--- src/sv/sync_length_checksum_deframer_defines.svh ---
// ----------------------------------------------------------------------------
// Assertion macros for the sync/length/checksum deframer
// Shared concurrent assertion forms, clocked on i_clk and held off in reset.
// ----------------------------------------------------------------------------
`ifndef SYNC_LENGTH_CHECKSUM_DEFRAMER_DEFINES_SVH
`define SYNC_LENGTH_CHECKSUM_DEFRAMER_DEFINES_SVH

// Same-cycle implication: whenever the condition holds, so must the check.
`define SLCD_ASSERT_IMP(lbl, cond, chk) \
    lbl: assert property (@(posedge i_clk) disable iff (!i_rst_n) (cond) |-> (chk)) \
        else $error("slcd: same-cycle check failed");

// Next-cycle implication: the check must hold in the cycle after the condition.
`define SLCD_ASSERT_NXT(lbl, cond, chk) \
    lbl: assert property (@(posedge i_clk) disable iff (!i_rst_n) (cond) |=> (chk)) \
        else $error("slcd: next-cycle check failed");

`endif

--- src/sv/slcd_pkg.sv ---
// ----------------------------------------------------------------------------
// slcd_pkg
// Types and constants for the sync/length/checksum byte deframer.
// ----------------------------------------------------------------------------
`default_nettype none

package slcd_pkg;

    // Byte that marks frame sync; three in a row open a frame.
    localparam logic [7:0] SYNC_BYTE = 8'h80;

    // Number of consecutive sync bytes needed, less one (count runs 0..2).
    localparam logic [1:0] SYNC_LAST = 2'd2;

    // Result kinds.
    typedef enum logic [1:0] {
        KIND_PAYLOAD  = 2'd0,
        KIND_GOOD     = 2'd1,
        KIND_BAD      = 2'd2,
        KIND_TOO_LONG = 2'd3
    } t_kind;

    // Frame receive phases, one-hot.
    typedef enum logic [6:0] {
        PH_HUNT    = 7'b0000001,
        PH_LENGTH  = 7'b0000010,
        PH_DEVICE  = 7'b0000100,
        PH_NUMBER  = 7'b0001000,
        PH_COMMAND = 7'b0010000,
        PH_PAYLOAD = 7'b0100000,
        PH_CHECK   = 7'b1000000
    } t_phase;

    // One result transaction.
    typedef struct packed {
        t_kind      kind;
        logic [7:0] device;
        logic [7:0] unit_number;
        logic [7:0] command;
        logic [7:0] frame_length;
        logic [7:0] byte_index;
        logic [7:0] data_byte;
    } t_result;

endpackage

`default_nettype wire

--- src/sv/sync_length_checksum_deframer.sv ---
// ----------------------------------------------------------------------------
// sync_length_checksum_deframer
// Hunts for a three-byte sync, parses a length/device/number/command header,
// forwards payload bytes and reports the additive checksum verdict or a too-long length.
// ----------------------------------------------------------------------------
// Usage:
//   Input channel: i_rx_valid / o_rx_stall carry one received byte per
//   transaction on i_rx_byte. Output channel: o_res_valid / i_res_stall carry
//   one result per transaction (payload byte, frame end good, frame end bad
//   checksum, or length too long).
//   Each byte is processed in the cycle it is accepted; any result it causes
//   is registered in the result buffer before the outputs. Throughput is one
//   byte per clock while o_rx_stall is low, set by the single state update
//   between input and result register. A two-entry result buffer (output
//   register plus skid register) lets the block keep accepting bytes while
//   one result waits; o_rx_stall rises only when both entries are full, so a
//   stalled receiver backs up the input after at most two pending results.
//   The max_payload register is written through i_cfg_we / i_cfg_wdata and is
//   sampled only when a length byte arrives.
//   Synchronous reset (i_rst_n low) returns to sync hunting, empties the
//   result buffer and sets max_payload to 255.
// ----------------------------------------------------------------------------
`default_nettype none

`include "sync_length_checksum_deframer_defines.svh"

module sync_length_checksum_deframer
    import slcd_pkg::*;
(
    input  wire logic       i_clk,
    input  wire logic       i_rst_n,
    // Configuration
    input  wire logic       i_cfg_we,
    input  wire logic [7:0] i_cfg_wdata,
    // Received bytes
    input  wire logic       i_rx_valid,
    output logic            o_rx_stall,
    input  wire logic [7:0] i_rx_byte,
    // Results
    output logic            o_res_valid,
    input  wire logic       i_res_stall,
    output logic [1:0]      o_kind,
    output logic [7:0]      o_device,
    output logic [7:0]      o_unit_number,
    output logic [7:0]      o_command,
    output logic [7:0]      o_frame_length,
    output logic [7:0]      o_byte_index,
    output logic [7:0]      o_data_byte
);

    // Frame state.
    t_phase     r_phase,  n_phase;
    logic [1:0] r_sync,   n_sync;
    logic [7:0] r_len,    n_len;
    logic [7:0] r_dev,    n_dev;
    logic [7:0] r_num,    n_num;
    logic [7:0] r_cmd,    n_cmd;
    logic [7:0] r_pcount, n_pcount;
    logic [7:0] r_sum,    n_sum;
    logic [7:0] r_max_payload;

    // Result buffer.
    t_result r_head, r_skid, res;
    logic    r_head_valid, r_skid_valid;
    logic    res_valid;

    logic in_acc, out_take;

    assign o_rx_stall = r_skid_valid;
    assign in_acc     = i_rx_valid && !o_rx_stall;
    assign out_take   = r_head_valid && !i_res_stall;

    // Per-byte state update and result formation.
    always_comb begin
        n_phase   = r_phase;
        n_sync    = r_sync;
        n_len     = r_len;
        n_dev     = r_dev;
        n_num     = r_num;
        n_cmd     = r_cmd;
        n_pcount  = r_pcount;
        n_sum     = r_sum;
        res_valid = 1'b0;
        res       = '{kind: KIND_PAYLOAD, device: r_dev, unit_number: r_num,
                      command: r_cmd, frame_length: r_len, byte_index: 8'd0,
                      data_byte: 8'd0};
        case (r_phase)
            PH_LENGTH: begin
                n_len = i_rx_byte;
                n_sum = i_rx_byte;
                if (i_rx_byte > r_max_payload) begin
                    res_valid        = 1'b1;
                    res.kind         = KIND_TOO_LONG;
                    res.device       = 8'd0;
                    res.unit_number  = 8'd0;
                    res.command      = 8'd0;
                    res.frame_length = i_rx_byte;
                    n_phase          = PH_HUNT;
                    n_sync           = 2'd0;
                end else begin
                    n_phase = PH_DEVICE;
                end
            end
            PH_DEVICE: begin
                n_dev   = i_rx_byte;
                n_sum   = r_sum + i_rx_byte;
                n_phase = PH_NUMBER;
            end
            PH_NUMBER: begin
                n_num   = i_rx_byte;
                n_sum   = r_sum + i_rx_byte;
                n_phase = PH_COMMAND;
            end
            PH_COMMAND: begin
                n_cmd    = i_rx_byte;
                n_sum    = r_sum + i_rx_byte;
                n_pcount = 8'd0;
                n_phase  = (r_len == 8'd0) ? PH_CHECK : PH_PAYLOAD;
            end
            PH_PAYLOAD: begin
                res_valid      = 1'b1;
                res.kind       = KIND_PAYLOAD;
                res.byte_index = r_pcount;
                res.data_byte  = i_rx_byte;
                n_sum          = r_sum + i_rx_byte;
                n_pcount       = r_pcount + 8'd1;
                if (n_pcount == r_len) begin
                    n_phase = PH_CHECK;
                end
            end
            PH_CHECK: begin
                res_valid = 1'b1;
                res.kind  = (i_rx_byte == r_sum) ? KIND_GOOD : KIND_BAD;
                n_phase   = PH_HUNT;
                n_sync    = 2'd0;
            end
            default: begin
                // Sync hunting; an unknown phase code also lands here.
                n_phase = PH_HUNT;
                if (i_rx_byte == SYNC_BYTE) begin
                    if (r_sync == SYNC_LAST) begin
                        n_sync  = 2'd0;
                        n_phase = PH_LENGTH;
                    end else begin
                        n_sync = r_sync + 2'd1;
                    end
                end else begin
                    n_sync = 2'd0;
                end
            end
        endcase
    end

    // State registers advance on each accepted transaction.
    always_ff @(posedge i_clk) begin
        if (!i_rst_n) begin
            r_phase  <= PH_HUNT;
            r_sync   <= 2'd0;
            r_len    <= 8'd0;
            r_dev    <= 8'd0;
            r_num    <= 8'd0;
            r_cmd    <= 8'd0;
            r_pcount <= 8'd0;
            r_sum    <= 8'd0;
        end else if (in_acc) begin
            r_phase  <= n_phase;
            r_sync   <= n_sync;
            r_len    <= n_len;
            r_dev    <= n_dev;
            r_num    <= n_num;
            r_cmd    <= n_cmd;
            r_pcount <= n_pcount;
            r_sum    <= n_sum;
        end
    end

    // Configuration register.
    always_ff @(posedge i_clk) begin
        if (!i_rst_n) begin
            r_max_payload <= 8'hFF;
        end else if (i_cfg_we) begin
            r_max_payload <= i_cfg_wdata;
        end
    end

    // Result buffer control: the skid entry fills only while the head is held.
    always_ff @(posedge i_clk) begin
        if (!i_rst_n) begin
            r_head_valid <= 1'b0;
            r_skid_valid <= 1'b0;
        end else if (!r_head_valid || out_take) begin
            r_head_valid <= r_skid_valid || (in_acc && res_valid);
            r_skid_valid <= 1'b0;
        end else if (in_acc && res_valid) begin
            r_skid_valid <= 1'b1;
        end
    end

    // Result buffer data.
    always_ff @(posedge i_clk) begin
        if (!r_head_valid || out_take) begin
            r_head <= r_skid_valid ? r_skid : res;
        end else if (in_acc && res_valid) begin
            r_skid <= res;
        end
    end

    // Output ports.
    assign o_res_valid    = r_head_valid;
    assign o_kind         = r_head.kind;
    assign o_device       = r_head.device;
    assign o_unit_number  = r_head.unit_number;
    assign o_command      = r_head.command;
    assign o_frame_length = r_head.frame_length;
    assign o_byte_index   = r_head.byte_index;
    assign o_data_byte    = r_head.data_byte;

    // Checks on the buffer ordering, payload indexing and frame sequencing.
    `SLCD_ASSERT_IMP(a_skid_behind_head, r_skid_valid, r_head_valid)
    `SLCD_ASSERT_IMP(a_index_in_frame, o_res_valid && (o_kind == KIND_PAYLOAD),
                     o_byte_index < o_frame_length)
    `SLCD_ASSERT_IMP(a_hunt_silent, in_acc && (r_phase == PH_HUNT), !res_valid)
    `SLCD_ASSERT_NXT(a_check_ends_frame, in_acc && (r_phase == PH_CHECK),
                     (r_phase == PH_HUNT) && (r_sync == 2'd0))

endmodule

`default_nettype wire
--- config.mk ---
export PLATFORM = sky130hd
export DESIGN_NAME = sync_length_checksum_deframer
export DESIGN_NICKNAME = d
export VERILOG_FILES = /design/src/sv/slcd_pkg.sv /design/src/sv/sync_length_checksum_deframer.sv
export VERILOG_INCLUDE_DIRS = /design/src /design/src/sv
export SDC_FILE = /design/constraint.sdc
export NUM_CORES = 1
export LEC_CHECK = 0
export ABC_AREA = 1
export BUFFER_PORTS_ARGS = -buffer_cell sky130_fd_sc_hd__buf_2
export CORE_UTILIZATION = 45
export CTS_CLUSTER_DIAMETER = 80
export DETAILED_ROUTE_END_ITERATION = 16
export HOLD_SLACK_MARGIN = 0.02
export PLACE_DENSITY_LB_ADDON = 0.25
export SLEW_MARGIN = 15
export SYNTH_ARGS = -nofsm -noshare
export SYNTH_HDL_FRONTEND = slang
export SYNTH_SLANG_ARGS = --single-unit
--- constraint.sdc ---
create_clock -name i_clk -period 7.05 [get_ports i_clk]
set_input_delay 0 -clock i_clk [delete_from_list [all_inputs] [get_ports i_clk]]
set_output_delay 0 -clock i_clk [all_outputs]
set_load 0.01 [all_outputs]
; Word-level counts from Yosys, hierarchy flattened
; Index checks and enable logic that the tools add are counted.
; W data, S select, Z words.
[totals]
register_bits = 167
inputBits = 21
output_inout_bits = 52
wordCells = 87
[classes]
addsub = 3
order_cmp = 1
n_eq_ne = 12
n_mux = 20
n_bitwise = 3
reduce_logical = 23
[ops]
columns = op, n
row1 = $mux W50, 1
row2 = $pmux W7 S6, 1
row3 = $mux W34, 1
row4 = $mux W32, 1
row5 = $pmux W8 S2, 2
row6 = $eq A8 B8 Y1, 2
row7 = $mux W16, 1
row8 = $reduce_and A2 Y1, 8
row9 = $mux W7, 2
row10 = $mux W2, 6
row11 = $add A8 B1 Y8 const B, 1
row12 = $add A8 B8 Y8, 1
row13 = $eq A8 B8 Y1 const B, 1
row14 = $gt A8 B8 Y1, 1
row15 = $logic_not A8 Y1, 1
row16 = $eq A7 B2 Y1 const B, 1
row17 = $eq A7 B3 Y1 const B, 1
row18 = $eq A7 B4 Y1 const B, 1
row19 = $eq A7 B5 Y1 const B, 1
row20 = $eq A7 B6 Y1 const B, 1
row21 = $eq A7 B7 Y1 const B, 1
row22 = $pmux W2 S3, 1
row23 = $ne A2 B2 Y1 const B, 2
row24 = $pmux W2 S2, 1
row25 = 13 further kinds, 22

; Longest topological paths before layout
[depth]
ltp_word = 5
mapped_depth = 14
depth_no_buf = 14

; Worst setup path before layout
; No wires, ideal clock.
[synth_timing]
path_type = register -> register
from = register r_head_valid, in the netlist o_res_valid
to = register r_skid[0] (netlist bit), enable pin
setup_time_ns = 0.458
arrival_time_ns = 3.772
path_slack_ns = 2.820
path_stages_with_launch = 3
path_buffers = 0
period_less_slack_ns = 4.230
cell_sequence = dfxtp_1 > nand2_1 > nor2_1
[synth_via]
elab_chain_cells = 4
[synth_rtl]
columns = item, line_no
row1 = from (decl), sync_length_checksum_deframer.sv:64  ; logic r_head_valid, r_skid_valid;
row2 = from (signal assigned), sync_length_checksum_deframer.sv:192  ; r_head_valid <= r_skid_valid || (in_acc && res_valid);
row3 = $logic_not A1 Y1 / $logic_and A1 B1 Y1 (equally long branches), "sync_length_checksum_deframer.sv:201, sync_length_checksum_deframer.sv:71"
row4 = $logic_or A1 B1 Y1 (*), sync_length_checksum_deframer.sv:201  ; if (!r_head_valid || out_take) begin
row5 = $not A1 Y1 (no source line) (*), n/a
row6 = $reduce_and A2 Y1 (no source line) (*), n/a
row7 = to (signal assigned), sync_length_checksum_deframer.sv:204  ; r_skid <= res;
row8 = to (decl), sync_length_checksum_deframer.sv:63  ; t_result r_head, r_skid, res;
; Every way passes the cells marked *; elsewhere a longest branch is shown, timed or not.
; A chain may end at the register's enable or synchronous reset.

; Worst setup path in the final report
[layout_timing]
from = register r_skid_valid, in the netlist o_rx_stall
to = register r_skid[7] (netlist bit), enable pin
[layout_via]
elab_chain_cells = 4
[layout_rtl]
columns = item, line_no
row1 = from (decl), sync_length_checksum_deframer.sv:64
row2 = from (signal assigned), sync_length_checksum_deframer.sv:190  ; r_skid_valid <= 1'b0;
row3 = from (signal assigned), sync_length_checksum_deframer.sv:193  ; r_skid_valid <= 1'b0;
row4 = from (signal assigned), sync_length_checksum_deframer.sv:195  ; r_skid_valid <= 1'b1;
row5 = $logic_not A1 Y1, sync_length_checksum_deframer.sv:70  ; assign in_acc = i_rx_valid && !o_rx_stall;
row6 = $logic_and A1 B1 Y1, sync_length_checksum_deframer.sv:70
row7 = $logic_and A1 B1 Y1, sync_length_checksum_deframer.sv:203  ; end else if (in_acc && res_valid) begin
row8 = $reduce_and A2 Y1 (no source line), n/a
; No other way between the ends.

==> summary.md <==
| Metric | Value |
|---|---|
| Outcome | complete, no violations |
| Final net count | 964 |
| Post_cts resized | 0 |
| Synth area leader | sky130_fd_sc_hd__edfxtp_1 |
| Rel. slew slack | 40.6% |
| Setup repair after global routing missed its margin | false |
| Worst Path Class, Setup | flop to flop |
| Internal | 1.63 mW |
| Post-synth ARST share | 0% |
| Hold Path Origin | i_rst_n |
| DRC | 0 |
| Register bit count reported by yosys | 167 |
| Mean Syn Cell Area | 9.06 um2 |
| Final estimated routing congestion in global placement | 0.846 |
| Detailed-route wire length | 16.1 mm |
| Total Die Area | 17200 um2 |
| Mean number of vias per cell | 4.99 |
| Setup Total Neg Slack | 0 ps |
| Core box area | 16100 um2 |
| Most repeated cell in the gate-level netlist after synthesis | sky130_fd_sc_hd__nand2_1 |
| Wirelength per Cell | 13.9 um |
| Clock share of power | 45.3% |
| Cell count after placement | 1090 |
| Worst IR drop on VDD | 166 uV |
| Antenna viol nets, final | 0 |
| Clock H-tree levels | 4 |
| Netlist cell types | 37 |
| Starting density of the core | 46.7% |
| Initial antenna violation count | 0 |
| Power share of the combinational group | 4.4% |
| Count of endpoints failing setup in the final report | 0 |
| Kind of capture point of the worst setup path | flop |
| Die H | 131 um |
| Syn Nets | 865 |
| Largest net degree at the start of global routing | 76 |
| Clock Tree Buf Depth | 2 |
| Switching power | 428 uW |
| Proportion of total power due to net switching | 20.9% |
| Clock input transition at the sequential cells of the worst setup and hold paths | 60 ps |
| Required arrival time at the worst endpoint | 7110 ps |
| CP startpoint | o_rx_stall |
| Largest fanout of any net on the critical path | 75 |
| Total number of yosys warnings | 0 |
| Tightest Hold Check Type | input pin to flop |
| Tcrit/Tclk final | 57.5% |
| Number of enable flip-flop cells after synthesis | 100 |
| Root Buffer | sky130_fd_sc_hd__clkbuf_16 |
| Sequential cell area fraction in the yosys report | 58.0% |
| Sequential fraction of design power | 50.4% |
| Quantity of I/O buffers inserted on ports | 72 |
| Area grow syn2layout | 19.6% |
| Final max-slew violation count | 0 |
| Static Leakage | 3.94 nW |
| Clock tree from TritonCTS | done |
| Worst Path Arrival | 4110 ps |
| Power Density | 229 nW/um2 |
| Wire length of the first global-routing pass | 26.2 mm |
| Syn Inst Count | 827 |
| First DRT Iteration DRCs | 476 |
| Top cell type's share of synthesized area | 40.1% |
| Count of pins on the block boundary | 73 |
| Via count of the routed design | 5763 |
| Row count | 46 |
| Top cells by instance count after synthesis | sky130_fd_sc_hd__nand2_1, sky130_fd_sc_hd__edfxtp_1, sky130_fd_sc_hd__inv_1 |
| Mapped cell area | 7490 um2 |
| Total count of hold-check failures in the final report | 0 |
| Via count of the first global-routing pass | 5331 |
| Critical R2R Launch | o_rx_stall |
| Clock Sinks | 167 |
| HPWL after detailed placement | 10.5 mm |
| Maximum clock rate | 247 MHz |
| Die width | 131 um |
| Least-Margin Pin Slew | 890 ps |
| Global-route congestion overflow total | 0 |
| Detailed Routing Iterations Pass 1 | 6 |
| Count of maximum capacitance violations | 0 |
| Clock latency at the later pin of the worst-skew pair | 420 ps |
| Post-Route Skew | 7.82 ps |
| Total GRT Usage | 20.1% |
| Type of origin of the critical path | flop |
| Finished Layout Cells | 1155 |
| Number of CTS-inserted buffers | 17 |
| Leading cell types by total area after synthesis | sky130_fd_sc_hd__edfxtp_1, sky130_fd_sc_hd__dfxtp_1, sky130_fd_sc_hd__nand2_1 |
| Post-CTS setup buffers | 0 |
| Share of cells above drive strength 1 | 15.5% |
| Total inserted antenna cells | 0 |
| Commonest register cell after synthesis | sky130_fd_sc_hd__edfxtp_1 |
| Final critical delay including setup and external delays | 4050 ps |
| Hold buffer count at cts | 33 |
## cell families (layout without fill, tap and decap cells)
| logic type | count (synthesis) | after routing | share of synthesized area [%] |
|---|---|---|---|
| flip-flops | 167 | 167 | 58.0 |
| AO/OA/AOI/OAI | 160 | 160 | 11.2 |
| buffers and inverters | 116 | 228 | 6.08 |
| AND/OR/NAND/NOR | 363 | 363 | 21.4 |
| adder cells (fa/ha/maj) | 17 | 17 | 2.94 |
| XOR/XNOR | 4 | 4 | 0.468 |
## layout make-up
| type | instances | area, um2 |
|---|---|---|
| Sequential cell | 167 | 4350 |
| Fill cell | 1427 | 7100 |
| Multi-Input combinational cell | 544 | 2700 |
| Clock inverter | 11 | 149 |
| Timing Repair Buffer | 109 | 721 |
| Tap cell | 216 | 270 |
| Inverter | 87 | 332 |
| Clock buffer | 21 | 440 |
## placed cells by master, fill, tap and decap left out, types with 4 or more instances in the layout
master	n
sky130_fd_sc_hd__nand2_1	238
sky130_fd_sc_hd__o21ai_1	14
sky130_fd_sc_hd__dfxtp_1	66
sky130_fd_sc_hd__nand2_2	5
sky130_fd_sc_hd__nand4_1	5
sky130_fd_sc_hd__clkbuf_16	17
sky130_fd_sc_hd__nor2_2	5
sky130_fd_sc_hd__nor2_4	6
sky130_fd_sc_hd__inv_1	78
sky130_fd_sc_hd__buf_4	4
sky130_fd_sc_hd__ha_1	16
sky130_fd_sc_hd__inv_2	7
sky130_fd_sc_hd__dlygate4sd3_1	33
sky130_fd_sc_hd__edfxtp_1	100
sky130_fd_sc_hd__o21ai_0	61
sky130_fd_sc_hd__clkbuf_1	4
sky130_fd_sc_hd__a21oi_1	72
sky130_fd_sc_hd__o21ai_2	5
sky130_fd_sc_hd__buf_2	72
sky130_fd_sc_hd__nor2_1	39
sky130_fd_sc_hd__nand3_1	48
sky130_fd_sc_hd__nor3_1	4
## registers in the layout, indices dropped and copies added, names as in the netlist
name and flops:
r_sum 8, o_command 8, r_max_payload 8, o_rx_stall 1, o_frame_length 8, r_len 8
r_skid 50, o_kind 2, o_device 8, r_cmd 8, r_pcount 8, r_phase 7
r_sync 2, o_res_valid 1, o_byte_index 8, r_num 8, r_dev 8, o_unit_number 8
o_data_byte 8
## power groups by stage
stage                     logic [mW]  registers (mW)  clock network [mW]
after detailed placement      0.0720            1.06                   0
after floorplan               0.0457            1.06                   0
final                         0.0897            1.03               0.930
after CTS                     0.0876            1.03               0.943
after global routing          0.0998            1.03               0.985
after global placement        0.0705            1.06                   0
## worst max-delay path: stages, from the launching register on
cell and delay [ps]:
sky130_fd_sc_hd__dfxtp_2 310, sky130_fd_sc_hd__buf_4 320, sky130_fd_sc_hd__inv_1 750, sky130_fd_sc_hd__nand2_1 430, sky130_fd_sc_hd__inv_1 730, sky130_fd_sc_hd__o21ai_0 390, sky130_fd_sc_hd__nor2_4 150, sky130_fd_sc_hd__buf_4 540
## layer usage
layer	track usage (%)	routed length [um]	vias to the layer above
met5	0	0	-
met4	8.38	391	0
met1	28.5	8020	2661
met3	4.15	679	24
met2	30.0	7010	128
li1	-	-	2950
## worst paths after layout
check / endpoint / slack [ps] / cells after the start
setup / recovery: r_skid[7] / 3000 / 7
setup reg to reg: r_skid[7] / 3000 / 7
hold reg to reg: r_dev[5] / 460 / 2
hold / removal: r_phase[0] / 30 / 2
## stage by stage
step | total power [mW] | cell area [um2] | hold WS, ps | util, % | setup WS [ps]
global placement | 1.13 | 8040 | 216 | 50.1 | 3080
global route | 2.12 | 8960 | 59.1 | 55.8 | 2610
floorplan | 1.10 | 7490 | 122 | - | 2820
CTS | 2.07 | 8960 | 25.4 | 55.8 | 2950
finish | 2.05 | 8960 | 31.0 | 55.8 | 3000
detailed placement | 1.13 | 8040 | 220 | 50.1 | 2960
Note: power is estimated with default switching activity, not from simulation.
